===== src/design/csvx_pkg.sv =====
// Package for the CSV column extractor: parse modes, character codes and
// byte class helpers. No dependencies.
package csvx_pkg;

    localparam logic [7:0] CH_QUOTE = 8'h22;
    localparam logic [7:0] CH_COMMA = 8'h2C;
    localparam logic [7:0] CH_LF    = 8'h0A;
    localparam logic [7:0] CH_CR    = 8'h0D;
    localparam logic [7:0] CH_NUL   = 8'h00;
    localparam logic [7:0] CH_SPACE = 8'h20;
    localparam logic [7:0] CH_TAB   = 8'h09;

    localparam logic [7:0] TARGET_RESET = 8'd12;
    localparam logic [7:0] COLUMN_MAX   = 8'd255;

    typedef enum logic [2:0] {
        M_START,
        M_SKIP_U,
        M_SKIP_Q,
        M_SKIP_QS,
        M_TGT_U,
        M_TGT_Q,
        M_TGT_QS,
        M_DONE
    } t_mode;

    function automatic logic is_ws(input logic [7:0] b);
        is_ws = (b == CH_SPACE) || ((b >= CH_TAB) && (b <= CH_CR));
    endfunction

    function automatic logic is_term(input logic [7:0] b);
        is_term = (b == CH_NUL) || (b == CH_LF) || (b == CH_CR);
    endfunction

endpackage


===== src/design/csvx_ram.sv =====
// Generic simple dual-port RAM, one write and one read port, registered read.
// No dependencies.
module csvx_ram #(
    parameter int WIDTH = 8,
    parameter int DEPTH = 63,
    parameter int AW    = 6
) (
    input  logic             i_clk,
    input  logic             i_we,
    input  logic [AW-1:0]    i_waddr,
    input  logic [WIDTH-1:0] i_wdata,
    input  logic             i_re,
    input  logic [AW-1:0]    i_raddr,
    output logic [WIDTH-1:0] o_rdata
);

    logic [WIDTH-1:0] r_mem [DEPTH];
    logic [WIDTH-1:0] r_rdata;

    always_ff @(posedge i_clk) begin
        if (i_we) begin
            r_mem[i_waddr] <= i_wdata;
        end
        if (i_re) begin
            r_rdata <= r_mem[i_raddr];
        end
    end

    assign o_rdata = r_rdata;

endmodule


===== src/design/csv_column_extractor.sv =====
// CSV column extractor: top level with parser state, held-whitespace RAM and
// result sequencer. Depends on csvx_pkg and csvx_ram.
// Flow: a byte that yields no result is taken while the sequencer idles; for any
// other byte input stalls while the sequencer replays each held whitespace byte
// from the RAM (one read, one output), then sends the field byte, the closing result, or both.
// Reset: synchronous active-low; parser rearms, target column returns to 12.
// The whitespace RAM needs no clearing pass.
module csv_column_extractor #(
    parameter int FIELD_CAPACITY = 64
) (
    input  logic       i_clk,
    input  logic       i_rst_n,
    input  logic       i_cfg_we,
    input  logic [7:0] i_cfg_wdata,
    input  logic       i_s_tvalid,
    output logic       o_s_tready,
    input  logic [7:0] i_s_tdata,   // [7:0] line_byte
    input  logic       i_s_tlast,   // line_end
    output logic       o_m_tvalid,
    input  logic       i_m_tready,
    output logic [7:0] o_m_tdata,   // [7:0] field_byte
    output logic [1:0] o_m_tuser,   // [0] is_closing, [1] column_found
    output logic       o_m_tlast    // burst_last
);

    localparam int DEPTH = FIELD_CAPACITY - 1;
    localparam int CW    = $clog2(FIELD_CAPACITY);
    localparam int AW    = (DEPTH > 1) ? $clog2(DEPTH) : 1;
    localparam logic [CW-1:0] KEEP_MAX = CW'(FIELD_CAPACITY - 1);

    typedef enum logic [2:0] {
        S_IDLE,
        S_RD,
        S_EMIT,
        S_BYTE,
        S_CLOSE
    } t_state;

    // parser state
    logic [7:0]         r_tgt;
    logic [7:0]         r_col,  n_col;
    csvx_pkg::t_mode    r_mode, n_mode;
    logic [CW-1:0]      r_kept, n_kept;
    logic               r_lead, n_lead;
    logic [CW-1:0]      r_pend, n_pend;

    // sequencer
    t_state             r_state;
    logic [7:0]         r_byte;
    logic               r_close;
    logic               r_found;
    logic [CW-1:0]      r_fcnt;
    logic [CW-1:0]      r_idx;

    logic [7:0]         r_o_data;
    logic               r_o_valid;
    logic               r_o_close;
    logic               r_o_found;
    logic               r_o_last;

    // step results
    logic               s_emit;
    logic               s_wr;
    logic [CW-1:0]      s_flush;
    logic               s_close;
    logic               s_found;

    logic               accept;
    logic               out_free;
    logic               out_load;
    logic [7:0]         ram_rdata;
    logic [7:0]         b;
    logic               take;

    assign accept     = i_s_tvalid && (r_state == S_IDLE);
    assign out_free   = !r_o_valid || i_m_tready;
    assign out_load   = out_free && ((r_state == S_EMIT) || (r_state == S_BYTE) ||
                                     (r_state == S_CLOSE));
    assign o_s_tready = (r_state == S_IDLE);
    assign b          = i_s_tdata;

    always_comb begin
        n_mode  = r_mode;
        n_col   = r_col;
        n_kept  = r_kept;
        n_lead  = r_lead;
        n_pend  = r_pend;
        take    = 1'b0;
        s_close = 1'b0;
        s_found = 1'b0;
        s_emit  = 1'b0;
        s_wr    = 1'b0;
        s_flush = r_pend;

        unique case (r_mode)
            csvx_pkg::M_START: begin
                if (csvx_pkg::is_term(b)) begin
                    s_close = 1'b1;
                end else if (r_col == r_tgt) begin
                    if (b == csvx_pkg::CH_QUOTE) begin
                        n_mode = csvx_pkg::M_TGT_Q;
                    end else if (b == csvx_pkg::CH_COMMA) begin
                        s_close = 1'b1;
                        s_found = 1'b1;
                    end else begin
                        n_mode = csvx_pkg::M_TGT_U;
                        take   = 1'b1;
                    end
                end else if (b == csvx_pkg::CH_QUOTE) begin
                    n_mode = csvx_pkg::M_SKIP_Q;
                end else if (b == csvx_pkg::CH_COMMA) begin
                    if (r_col != csvx_pkg::COLUMN_MAX) n_col = r_col + 8'd1;
                end else begin
                    n_mode = csvx_pkg::M_SKIP_U;
                end
            end
            csvx_pkg::M_SKIP_U: begin
                if (csvx_pkg::is_term(b)) begin
                    s_close = 1'b1;
                end else if (b == csvx_pkg::CH_COMMA) begin
                    if (r_col != csvx_pkg::COLUMN_MAX) n_col = r_col + 8'd1;
                    n_mode = csvx_pkg::M_START;
                end
            end
            csvx_pkg::M_SKIP_Q: begin
                if (b == csvx_pkg::CH_NUL) begin
                    s_close = 1'b1;
                end else if (b == csvx_pkg::CH_QUOTE) begin
                    n_mode = csvx_pkg::M_SKIP_QS;
                end
            end
            csvx_pkg::M_SKIP_QS: begin
                if (b == csvx_pkg::CH_QUOTE) begin
                    n_mode = csvx_pkg::M_SKIP_Q;
                end else if (b == csvx_pkg::CH_COMMA) begin
                    if (r_col != csvx_pkg::COLUMN_MAX) n_col = r_col + 8'd1;
                    n_mode = csvx_pkg::M_START;
                end else if (csvx_pkg::is_term(b)) begin
                    s_close = 1'b1;
                end else begin
                    n_mode = csvx_pkg::M_SKIP_U;
                end
            end
            csvx_pkg::M_TGT_U: begin
                if (csvx_pkg::is_term(b) || b == csvx_pkg::CH_COMMA) begin
                    s_close = 1'b1;
                    s_found = 1'b1;
                end else begin
                    take = 1'b1;
                end
            end
            csvx_pkg::M_TGT_Q: begin
                if (b == csvx_pkg::CH_NUL) begin
                    s_close = 1'b1;
                    s_found = 1'b1;
                end else if (b == csvx_pkg::CH_QUOTE) begin
                    n_mode = csvx_pkg::M_TGT_QS;
                end else begin
                    take = 1'b1;
                end
            end
            csvx_pkg::M_TGT_QS: begin
                if (b == csvx_pkg::CH_QUOTE) begin
                    n_mode = csvx_pkg::M_TGT_Q;
                    take   = 1'b1;
                end else begin
                    s_close = 1'b1;
                    s_found = 1'b1;
                end
            end
            csvx_pkg::M_DONE: begin
            end
            default: begin
            end
        endcase

        // content bytes past capacity are dropped untouched
        if (take && (r_kept < KEEP_MAX)) begin
            n_kept = r_kept + CW'(1);
            if (csvx_pkg::is_ws(b)) begin
                if (!r_lead && (r_pend < KEEP_MAX)) begin
                    s_wr   = 1'b1;
                    n_pend = r_pend + CW'(1);
                end
            end else begin
                s_emit = 1'b1;
                n_pend = '0;
                n_lead = 1'b0;
            end
        end

        if (s_close) n_mode = csvx_pkg::M_DONE;

        if (i_s_tlast) begin
            if (n_mode != csvx_pkg::M_DONE) begin
                s_close = 1'b1;
                s_found = (n_mode == csvx_pkg::M_TGT_U) || (n_mode == csvx_pkg::M_TGT_Q) ||
                          (n_mode == csvx_pkg::M_TGT_QS);
            end
            n_col  = 8'd1;
            n_mode = csvx_pkg::M_START;
            n_kept = '0;
            n_lead = 1'b1;
            n_pend = '0;
        end
    end

    csvx_ram #(
        .WIDTH (8),
        .DEPTH (DEPTH),
        .AW    (AW)
    ) u_pend_ram (
        .i_clk   (i_clk),
        .i_we    (accept && s_wr),
        .i_waddr (r_pend[AW-1:0]),
        .i_wdata (b),
        .i_re    (r_state == S_RD),
        .i_raddr (r_idx[AW-1:0]),
        .o_rdata (ram_rdata)
    );

    always_ff @(posedge i_clk) begin
        if (!i_rst_n) begin
            r_tgt <= csvx_pkg::TARGET_RESET;
        end else if (i_cfg_we) begin
            r_tgt <= i_cfg_wdata;
        end
    end

    always_ff @(posedge i_clk) begin
        if (!i_rst_n) begin
            r_col     <= 8'd1;
            r_mode    <= csvx_pkg::M_START;
            r_kept    <= '0;
            r_lead    <= 1'b1;
            r_pend    <= '0;
            r_state   <= S_IDLE;
            r_o_valid <= 1'b0;
        end else begin
            r_o_valid <= out_load || (r_o_valid && !i_m_tready);

            unique case (r_state)
                S_IDLE: begin
                    if (accept) begin
                        r_col   <= n_col;
                        r_mode  <= n_mode;
                        r_kept  <= n_kept;
                        r_lead  <= n_lead;
                        r_pend  <= n_pend;
                        r_byte  <= b;
                        r_close <= s_close;
                        r_found <= s_found;
                        r_fcnt  <= s_flush;
                        r_idx   <= '0;
                        if (s_emit) begin
                            r_state <= (s_flush != '0) ? S_RD : S_BYTE;
                        end else if (s_close) begin
                            r_state <= S_CLOSE;
                        end
                    end
                end
                S_RD: begin
                    r_state <= S_EMIT;
                end
                S_EMIT: begin
                    if (out_free) begin
                        r_o_data  <= ram_rdata;
                        r_o_close <= 1'b0;
                        r_o_found <= 1'b0;
                        r_o_last  <= 1'b0;
                        if (r_idx == r_fcnt - CW'(1)) begin
                            r_state <= S_BYTE;
                        end else begin
                            r_idx   <= r_idx + CW'(1);
                            r_state <= S_RD;
                        end
                    end
                end
                S_BYTE: begin
                    if (out_free) begin
                        r_o_data  <= r_byte;
                        r_o_close <= 1'b0;
                        r_o_found <= 1'b0;
                        r_o_last  <= !r_close;
                        r_state   <= r_close ? S_CLOSE : S_IDLE;
                    end
                end
                S_CLOSE: begin
                    if (out_free) begin
                        r_o_data  <= 8'd0;
                        r_o_close <= 1'b1;
                        r_o_found <= r_found;
                        r_o_last  <= 1'b1;
                        r_state   <= S_IDLE;
                    end
                end
                default: begin
                    r_state <= S_IDLE;
                end
            endcase
        end
    end

    assign o_m_tvalid = r_o_valid;
    assign o_m_tdata  = r_o_data;
    assign o_m_tuser  = {r_o_found, r_o_close};
    assign o_m_tlast  = r_o_last;

endmodule


===== config.mk =====
export PLATFORM = sky130hd
export DESIGN_NAME = csv_column_extractor
export DESIGN_NICKNAME = d
export VERILOG_FILES = /design/src/design/csvx_pkg.sv /design/src/design/csvx_ram.sv /design/src/design/csv_column_extractor.sv
export SDC_FILE = /design/constraint.sdc
export NUM_CORES = 1
export LEC_CHECK = 0
export ABC_CLOCK_PERIOD_IN_PS = 5700
export BUFFER_PORTS_ARGS = -buffer_cell sky130_fd_sc_hd__buf_2
export CORE_ASPECT_RATIO = 1.25
export CORE_MARGIN = 2
export CORE_UTILIZATION = 70
export CTS_BUF_LIST = sky130_fd_sc_hd__clkbuf_4 sky130_fd_sc_hd__clkbuf_8
export CTS_CLUSTER_DIAMETER = 80
export DETAILED_ROUTE_END_ITERATION = 10
export GPL_ROUTABILITY_DRIVEN = 0
export PLACE_DENSITY = 0.87
export SLEW_MARGIN = 20
export SYNTH_ARGS = -nofsm -noshare
export SYNTH_HDL_FRONTEND = slang
export SYNTH_SLANG_ARGS = --single-unit

===== constraint.sdc =====
create_clock -name i_clk -period 5.7 [get_ports i_clk]
set_clock_uncertainty 0.2 [all_clocks]
set_input_delay 0.855 -clock i_clk [delete_from_list [all_inputs] [get_ports i_clk]]
set_output_delay 0.855 -clock i_clk [all_outputs]
set_load 0.005 [all_outputs]

==> results of run 1 <==
[Yosys cell counts (9+ instances only)]
library cell / number / area, µm²
and3_1: 9 / 56.3
o22ai_1: 10 / 62.6
or3_1: 11 / 68.8
clkbuf_1: 33 / 124
nand3_1: 25 / 125
xor2_1: 19 / 166
nor2_1: 109 / 409
dfxtp_1: 36 / 721
mux4_2: 160 / 3600
xnor2_1: 10 / 87.6
inv_1: 10 / 37.5
a21oi_1: 27 / 135
buf_2: 12 / 60.1
edfxtp_1: 545 / 16400
buf_1: 12 / 45.0
nand2_1: 49 / 184
buf_4: 10 / 75.1
o21ai_0: 23 / 115
mux2i_1: 19 / 190
[final timing paths]
kind | depth (start not counted) | startpoint | slack [ps] | end
max | 7 | i_s_tdata[4] | 950 | u_pend_ram.r_mem[33][6]
min reg2reg | 2 | r_kept[5] | 300 | r_kept[5]
max reg2reg | 8 | r_col[1] | 1230 | u_pend_ram.r_mem[33][6]
min | 3 | i_cfg_wdata[2] | 250 | r_tgt[2]
[metal layers]
metal | track usage [%] | wire [µm]
met5 | 0 | 0
met4 | 17.5 | 2900
met3 | 8.01 | 6710
met2 | 54.0 | 28400
met1 | 44.9 | 19300
[flip-flops by register name, indices dropped and copies added (netlist names), 3 cells and up]
register and flops:
o_m_tdata 8, u_pend_ram.r_mem 504, r_byte 8, r_tgt 8
u_pend_ram.o_rdata 8, r_idx 6, r_mode 3, r_fcnt 6
r_pend 6, r_state 3, r_kept 6, r_col 8
[power breakdown]
group | leakage [nW] | total (mW) | internal (mW) | switching [mW]
clock network | 0.906 | 3.42 | 1.85 | 1.57
logic | 2.11 | 0.354 | 0.128 | 0.226
registers | 5.20 | 4.69 | 4.68 | 0.0156
[stage by stage]
stage	area, µm²	hold slack [ps]	std cells	setup slack [ps]	total power, mW
finish	25900	251	1803	954	8.46
global route	25900	258	1803	807	8.66
CTS	25900	222	1800	1270	8.48
detailed placement	24100	276	1652	699	5.13
global placement	24100	262	1652	986	5.12
floorplan	23600	235	1245	2280	4.97
[logic make-up after synthesis]
family | share of synthesized area, %
AND/OR/NAND/NOR | 5.79
buffers and inverters | 1.51
AO/OA/AOI/OAI | 2.80
flip-flops | 72.4
multiplexers | 16.1
adder cells (fa/ha/maj) | 0.318
XOR/XNOR | 1.08
[layout make-up]
type | instances | area (µm²) | share of cell area [%]
tap | 423 | 529 | 2.04
sequential | 581 | 17100 | 66.0
multi-input combinational | 585 | 6170 | 23.8
timing repair buffer | 54 | 357 | 1.38
inverter | 11 | 41.3 | 0.159
clock buffer | 102 | 1320 | 5.08
clock inverter | 46 | 392 | 1.51
antenna | 1 | 2.50 | 0.00966
[tightest hold or removal path, stage by stage]
cell     delay, ps
buf_2           80
mux2i_1         60
nand2_1         60
==> results by group, run 1 <==
Power and ir drop
  • Lkg Pwr: 8.22 nW
  • Cell Pwr Density: 327 mW/mm²
  • Worst vdd ir: 0.199 mV

GRT
  • Number of global-route vias before repair: 13000
  • Initial antenna violation count: 2
  • Remaining global-route overflow: 0
  • First-pass GRT wire length: 85000 µm
  • Gr usage total: 34.0%
  • Pin count of the biggest net entering global routing: 134

Clocking
  • Sinks on Clock Net: 581
  • CTS clk-pin slew, worst paths: 70 ps
  • Setup repair bufs after CTS: 0
  • Post-CTS Hold Fix Bufs: 0
  • CTS tree: yes
  • CTS max path bufs: 3
  • H-tree depth: 3
  • # resized after CTS: 0
  • Cts bufs inserted: 83
  • Clock Latency Late Sink: 650 ps
  • CTS Root Cell: clkbuf_8

Synthesis
  • Main flop type after synthesis: edfxtp_1
  • Number of synthesized flops with an enable pin: 545
  • #FFs+latches synth: 581
  • Synth cell types: 74
  • Seq/Total Area, Yosys: 72.4%
  • Syn Area/Cell: 19.0 µm²
  • Ys Warns: 0
  • Synth Instances: 1245
  • Syn_nets: 1273
  • Post-synthesis async set-or-reset flop share: 0%
  • Synth Cell Area: 0.0236 mm²

Min path
  • Worst hold-check path type: primary input to flip-flop

STA
  • Tmin final: 4750 ps
  • Final hold vios: 0
  • Final period utilization: 83.3%
  • Worst slew margin: 23.3%
  • Setup_tns: 0 ps
  • Setup violators final: 0
  • Fin. max-slew vios: 0
  • Slew @ Worst Pin: 1140 ps
  • RSZ-0062 raised after global routing: false
  • Peak Freq: 211 MHz

Die
  • Cell Rows: 75
  • Total die area: 0.0352 mm²
  • Die width: 168 µm
  • Num ports: 35
  • Core ar.: 0.0334 mm²
  • Chip Height: 209 µm
  • Initial Utilization: 70.7%

Worst setup path
  • WP data arrival: 4820 ps
  • Critical path cell sequence: buf_2 -> nor3_1 -> o21ai_0 -> or3_1 -> nor4_2 -> nand2_1 -> nor2_1
  • CP Launch Type: primary input
  • Slowest stage cell, crit path: nor3_1
  • Max stage delay on crit path: 920 ps
  • Worst Setup End Kind: flip-flop
  • Crit path max-delay family: simple AND/OR/NAND/NOR gates
  • Crit path kind: primary input to flip-flop
  • CP Buf/Inv Count: 1
  • Worst EP required: 5780 ps
  • CP Max Fanout: 8

Cells and area
  • Synth-to-Final Area Change: 9.68%
  • Layout cell share with drive strength beyond 1: 26.8%
  • Final-stage net count: 1344
  • Commonest non-fill, non-tap cell in the layout: edfxtp_1
  • FILL cells: 1666
  • Fin util: 77.5%
  • Most frequent cells in the layout: edfxtp_1, mux4_2, nor2_1

Placement
  • PortBufs: 34
  • Final HPWL from detailed placement: 34700 µm

Route
  • WL/cell: 31.8 µm
  • Total Wirelength: 57300 µm
  • Final ANT Viol Nets: 0
  • First-pass DRT Iterations: 8
  • Drc violations: 0
  • Vias: 13000
  • Initial DRC count: 2134
  • Vias per Instance: 7.22

Outcome
  • Outcome: complete, no violations

Flow run
  • Max cap viols: 0
No activity file was read; power rests on OpenSTA's default activity.
==> run 2: changes to the inputs <==
Settings changed: ABC_AREA from default to 1, ABC_CLOCK_PERIOD_IN_PS 5700 to 3800, CORE_UTILIZATION 70 to 59, PLACE_DENSITY 0.87 to 0.78.
Clock period 5.7 ns to 3.8 ns, I/O delays scaled along.
==> results by group, run 2 <==
Outcome
  • Outcome: complete, no violations (unchanged)

STA
  • Worst slew margin: 32.7% (was 23.3%)
  • Tmin final: 3270 ps
  • Peak Freq: 306 MHz
  • Final WS setup: 528 ps (was 954 ps)
  • Final hold vios: 0 (unchanged)
  • Slew @ Worst Pin: 1000 ps (was 1140 ps)
  • RSZ-0062 raised after global routing: false (unchanged)
  • Setup violators final: 0 (unchanged)
  • Setup_tns: 0 ps (unchanged)
  • Fin. max-slew vios: 0 (unchanged)
  • Final period utilization: 86.1%

Cells and area
  • Commonest non-fill, non-tap cell in the layout: edfxtp_1 (unchanged)
  • Ant. Diodes: 0 (was 1)
  • FILL cells: 2801 (was 1666)
  • Layout cell share with drive strength beyond 1: 11.8% (was 26.8%)
  • Biggest register: u_pend_ram.r_mem (unchanged)
  • Fin util: 66.4% (was 77.5%)
  • Synth-to-Final Area Change: 11.1% (was 9.68%)
  • Final-stage net count: 2107 (was 1344)
  • Max reg flops: 504 (unchanged)
  • Non-Filler Instances: 2695 (was 1803)
  • Most frequent cells in the layout: edfxtp_1, nor2_1, o21ai_0 (was edfxtp_1, mux4_2, nor2_1)

Route
  • Vias: 17100 (was 13000)
  • Vias per Instance: 6.33 (was 7.22)
  • Met3 wire len: 7110 µm (was 6710 µm)
  • Drc violations: 0 (unchanged)
  • Wire length on met1: 21800 µm (was 19300 µm)
  • Final ANT Viol Nets: 0 (unchanged)
  • Highest routed metal layer: met4 (unchanged)
  • Total Wirelength: 62800 µm (was 57300 µm)
  • First-pass DRT Iterations: 6 (was 8)
  • Initial DRC count: 2892 (was 2134)
  • WL/cell: 23.3 µm (was 31.8 µm)
  • Metal2 WL: 30000 µm (was 28400 µm)

GRT
  • Remaining global-route overflow: 0 (unchanged)
  • Initial antenna violation count: 1 (was 2)
  • Gr usage total: 30.5% (was 34.0%)
  • First-pass GRT wire length: 95900 µm (was 85000 µm)
  • Pin count of the biggest net entering global routing: 130 (was 134)
  • Number of global-route vias before repair: 16800 (was 13000)

Synthesis
  • Synth cell types: 43 (was 74)
  • Synth cell count leaders: edfxtp_1, nor2_1, o21ai_0 (was edfxtp_1, mux4_2, nor2_1)
  • Top cells by area, synth: edfxtp_1, o21ai_0, nor2_1 (was edfxtp_1, mux4_2, dfxtp_1)
  • Synth top area share: 68.2% (was 69.3%)
  • Number of synthesized flops with an enable pin: 545 (unchanged)
  • Syn_nets: 2045 (was 1273)
  • Most frequent cell after synthesis: edfxtp_1 (unchanged)
  • Seq/Total Area, Yosys: 71.2% (was 72.4%)
  • #FFs+latches synth: 581 (unchanged)
  • Yosys top cell by area: edfxtp_1 (unchanged)
  • Post-synthesis async set-or-reset flop share: 0% (unchanged)
  • Ys Warns: 0 (unchanged)
  • Syn Area/Cell: 11.9 µm² (was 19.0 µm²)
  • Main flop type after synthesis: edfxtp_1 (unchanged)
  • Synth Instances: 2017 (was 1245)
  • Synth Cell Area: 0.0240 mm² (was 0.0236 mm²)

Worst setup path
  • WP data arrival: 3570 ps (was 4820 ps)
  • Worst Setup End Kind: flip-flop (unchanged)
  • Crit path kind: flip-flop to flip-flop (was primary input to flip-flop)
  • CP Launch Type: flip-flop (was primary input)
  • Worst EP required: 4100 ps (was 5780 ps)
  • CP Max Fanout: 64 (was 8)

Die
  • Total die area: 0.0423 mm² (was 0.0352 mm²)
  • Chip Height: 230 µm (was 209 µm)
  • Cell Rows: 82 (was 75)
  • Num ports: 35 (unchanged)
  • Die width: 184 µm (was 168 µm)
  • Core ar.: 0.0401 mm² (was 0.0334 mm²)
  • Initial Utilization: 59.8% (was 70.7%)

Power and ir drop
  • Final Power: 12.9 mW (was 8.46 mW)
  • Cell Pwr Density: 483 mW/mm² (was 327 mW/mm²)
  • Lkg Pwr: 8.95 nW (was 8.22 nW)
  • Worst vdd ir: 0.285 mV (was 0.199 mV)

Placement
  • Worst slack, placed: 253 ps (was 699 ps)
  • Final HPWL from detailed placement: 38800 µm (was 34700 µm)
  • PortBufs: 34 (unchanged)
  • Placed cell count: 2526 (was 1652)

Clocking
  • CTS tree: yes (unchanged)
  • CTS max path bufs: 3 (unchanged)
  • H-tree depth: 3 (unchanged)
  • CTS clk-pin slew, worst paths: 60 ps (was 70 ps)
  • Cts bufs inserted: 86 (was 83)
  • Clock Latency Late Sink: 660 ps (was 650 ps)
  • Sinks on Clock Net: 581 (unchanged)
  • CTS Root Cell: clkbuf_8 (unchanged)

Flow run
  • Max cap viols: 0 (unchanged)

Min path
  • Worst hold-check path type: primary input to flip-flop (unchanged)
==> run 2: worst paths after layout <==
| check | end | cells after the start | startpoint | slack (ps) |
|---|---|---|---|---|
| setup reg to reg | u_pend_ram.o_rdata[7] | 8 | r_idx[1] | 530 |
| hold reg to reg | r_tgt[1] | 2 | r_tgt[1] | 270 |
| hold / removal | u_pend_ram.r_mem[44][4] | 1 | i_s_tdata[4] | 40 |
| setup / recovery | u_pend_ram.o_rdata[7] | 8 | r_idx[1] | 530 |
==> run 2: final cells by class <==
type                       count  area, µm²  area share (%)
clock buffer                 115       1430            5.37
clock inverter                43        355            1.33
inverter                     100        382            1.43
multi-input combinational   1219       6050            22.7
sequential                   581      17100            64.1
tap                          546        683            2.56
timing repair buffer          91        663            2.49
==> run 2: routing by layer <==
metal	GRT usage [%]	vias up
li1	-	7477
met1	38.0	8117
met2	48.5	1211
met3	7.57	257
met4	17.8	0
met5	0	-
==> run 2: kinds of logic (layout without fill, tap and decap cells) <==
kind of cell | count (synthesis) | in the layout | synth area share [%]
DFF | 581 | 581 | 71.2
xor gates and xnor gates | 15 | 15 | 0.547
adders and majority gates | 6 | 6 | 0.313
and+or+nand+nor | 716 | 716 | 12.7
AOI/OAI and AO/OA | 482 | 482 | 11.7
buffers and inverters | 217 | 349 | 3.62
==> run 2: where the power goes <==
group          internal [mW]  switching, mW  total [mW]
sequential              7.02         0.0182        7.04
combinational          0.161          0.474       0.635
clock                   2.87           2.33        5.20
total                   10.1           2.82        12.9
==> run 2: worst max-delay path, stage by stage (launching register included) <==
cell and delay [ps]:
edfxtp_1 520, inv_2 750, buf_4 360, o21ai_0 110, o221ai_1 280, nand3_1 180
a31oi_1 230, o21ai_0 310, inv_1 110
==> run 2: timing repair <==
item,in CTS,in global routing
endpoints found under the hold margin,7,0
setup buffers,0,0
hold buffers,11,0
resized for setup,0,0
==> run 2: per-stage QoR <==
step | cell area (µm²) | hold slack (ps)
final | 26700 | 38.9
after detailed placement | 24800 | 264
after floorplan | 24000 | 231
after global routing | 26700 | 34.3
after global placement | 24800 | 260
after CTS | 26700 | 5.69
==> run 3: changes to the inputs <==
Settings changed: ABC_CLOCK_PERIOD_IN_PS 3800 to 3200, CORE_UTILIZATION 59 to 65, PLACE_DENSITY 0.78 to 0.82.
Clock period 3.8 ns to 3.2 ns, I/O delays scaled along.
==> results by group, run 3 (same netlist as run 2, synthesis figures left out) <==
GRT
  • First-pass GRT wire length: 97600 µm (was 95900 µm)
  • Gr usage total: 34.3% (was 30.5%)
  • Initial antenna violation count: 2 (was 1)
  • Remaining global-route overflow: 0 (unchanged)
  • Number of global-route vias before repair: 17100 (was 16800)
  • Pin count of the biggest net entering global routing: 132 (was 130)

STA
  • Slew @ Worst Pin: 978 ps (was 1000 ps)
  • Final hold vios: 0 (unchanged)
  • Fin. max-slew vios: 0 (unchanged)
  • Final period utilization: 91.8% (was 86.1%)
  • Setup violators final: 0 (unchanged)
  • Tmin final: 2940 ps (was 3270 ps)
  • Final WS setup: 262 ps (was 528 ps)
  • RSZ-0062 raised after global routing: false (unchanged)
  • Peak Freq: 340 MHz (was 306 MHz)
  • Worst slew margin: 34.8% (was 32.7%)
  • Setup_tns: 0 ps (unchanged)

Cells and area
  • Layout cell share with drive strength beyond 1: 14.2% (was 11.8%)
  • Most frequent cells in the layout: edfxtp_1, nor2_1, o21ai_0 (unchanged)
  • Commonest non-fill, non-tap cell in the layout: edfxtp_1 (unchanged)
  • Max reg flops: 504 (unchanged)
  • Fin util: 74.8% (was 66.4%)
  • Synth-to-Final Area Change: 13.1% (was 11.1%)
  • FILL cells: 2221 (was 2801)
  • Biggest register: u_pend_ram.r_mem (unchanged)
  • Final-stage net count: 2192 (was 2107)

Power and ir drop
  • Cell Pwr Density: 543 mW/mm² (was 483 mW/mm²)
  • Lkg Pwr: 9.33 nW (was 8.95 nW)
  • Worst vdd ir: 0.448 mV (was 0.285 mV)
  • Final Power: 14.8 mW (was 12.9 mW)

Placement
  • PortBufs: 34 (unchanged)
  • Worst slack, placed: 146 ps (was 253 ps)
  • Final HPWL from detailed placement: 39400 µm (was 38800 µm)

Clocking
  • H-tree depth: 3 (unchanged)
  • Sinks on Clock Net: 581 (unchanged)
  • CTS tree: yes (unchanged)
  • CTS Root Cell: clkbuf_8 (unchanged)
  • Cts bufs inserted: 80 (was 86)
  • Clock Latency Late Sink: 660 ps (about the same)
  • CTS max path bufs: 3 (unchanged)
  • CTS clk-pin slew, worst paths: 60 ps (about the same)
  • # resized after CTS: 0 (unchanged)
  • Setup repair bufs after CTS: 0 (unchanged)

Die
  • Total die area: 0.0385 mm² (was 0.0423 mm²)
  • Core ar.: 0.0363 mm² (was 0.0401 mm²)
  • Chip Height: 219 µm (was 230 µm)
  • Cell Rows: 78 (was 82)
  • Num ports: 35 (unchanged)
  • Initial Utilization: 66.1% (was 59.8%)
  • Die width: 176 µm (was 184 µm)

Worst setup path
  • Max stage delay on crit path: 740 ps (was 750 ps)
  • Worst R2R Path Depth: 10 (was 8)
  • R2r startpoint: r_idx[3] (was r_idx[1])
  • CP Buf/Inv Count: 4 (was 3)
  • Worst Setup End Kind: flip-flop (unchanged)
  • Crit path max-delay family: simple AND/OR/NAND/NOR gates (was buffers and inverters)
  • Worst path depth: 10 (was 8)
  • Reg-to-reg endpoint: u_pend_ram.o_rdata[7] (unchanged)
  • Worst EP required: 3500 ps (was 4100 ps)
  • CP Max Fanout: 17 (was 64)
  • R2R setup slack: 260 ps (was 530 ps)
  • Worst setup path end: u_pend_ram.o_rdata[7] (unchanged)
  • Origin of the worst setup path: r_idx[3] (was r_idx[1])
  • WP data arrival: 3240 ps (was 3570 ps)
  • CP Launch Type: flip-flop (unchanged)
  • Slowest stage cell, crit path: nor2_2 (was inv_2)
  • Critical path cell sequence: clkinv_1 -> nor2_2 -> buf_4 -> nand2_1 -> nand4_1 -> o21ai_0 -> nand2_1 -> o21ai_0 -> buf_4 -> inv_1 (was inv_2 -> buf_4 -> o21ai_0 -> o221ai_1 -> nand3_1 -> a31oi_1 -> o21ai_0 -> inv_1)
  • Crit path kind: flip-flop to flip-flop (unchanged)

Outcome
  • Outcome: complete, no violations (unchanged)

Route
  • Vias per Instance: 6.51 (was 6.33)
  • Initial DRC count: 2741 (was 2892)
  • Drc violations: 0 (unchanged)
  • Final ANT Viol Nets: 0 (unchanged)
  • Vias: 17600 (was 17100)
  • Total Wirelength: 64700 µm (was 62800 µm)
  • First-pass DRT Iterations: 7 (was 6)
  • WL/cell: 23.9 µm (was 23.3 µm)

Flow run
  • Max cap viols: 0 (unchanged)

Min path
  • Worst hold-check path type: primary input to flip-flop (unchanged)
-- run 3: changes by cell type in the layout (fill, tap and decap cells not counted), sizes merged --
cell         delta
buf            +83
clkbuf         -11
dlygate4sd3     +8
bufinv          -3
clkinvlp        -1
diode           +1
-- run 3: per-layer routing --
layer  up-vias  track usage [%]  part of all wire (%)
met3       287             6.83                    11
met1      8257             42.6                    34
met4         2             20.7                   6.8
met5         -                0                 0.019
li1       7642                -                     -
met2      1416             56.3                    48
-- run 3: where the power goes --
group	leakage (nW)	switching (mW)	internal, mW
Sequential	5.20	0.0226	8.33
Combinational	3.32	0.580	0.218
Clock	0.810	2.70	2.90
-- run 3: cell type report --
class	instances	area [µm²]	area share (%)
Antenna cell	1	2.50	0.00922
Clock buffer	104	1300	4.79
Clock inverter	39	251	0.926
Inverter	100	382	1.41
Multi-Input combinational cell	1219	6050	22.3
Sequential cell	581	17100	62.9
Tap cell	480	601	2.21
Timing Repair Buffer	182	1480	5.45
-- run 3: through the flow --
| step | cell area (µm²) | hold WS [ps] | cells |
|---|---|---|---|
| after floorplan | 24000 | 231 | 2017 |
| after global placement | 25400 | 255 | 2543 |
| after detailed placement | 25400 | 255 | 2543 |
| after CTS | 27100 | 65.1 | 2705 |
| after global routing | 27100 | 102 | 2706 |
| final | 27100 | 107 | 2706 |
-- run 3: worst min path at each step --
stage / start / cells past startpoint / end
3_3_place_gp: r_lead / 2 / r_lead
5_1_grt: i_s_tdata[3] / 2 / u_pend_ram.r_mem[24][3]
3_5_place_dp: r_lead / 2 / r_lead
4_1_cts: i_cfg_we / 3 / r_tgt[6]
2_1_floorplan: r_pend[4] / 0 / r_fcnt[4]
6_report: i_s_tdata[3] / 2 / u_pend_ram.r_mem[24][3]
-- run 3: timing repair --
| item | 4_1_cts | 5_1_grt |
|---|---|---|
| endpoints found under the hold margin | 12 | 0 |
| hold buffers | 19 | 0 |
| endpoints found under the setup margin | 0 | 0 |
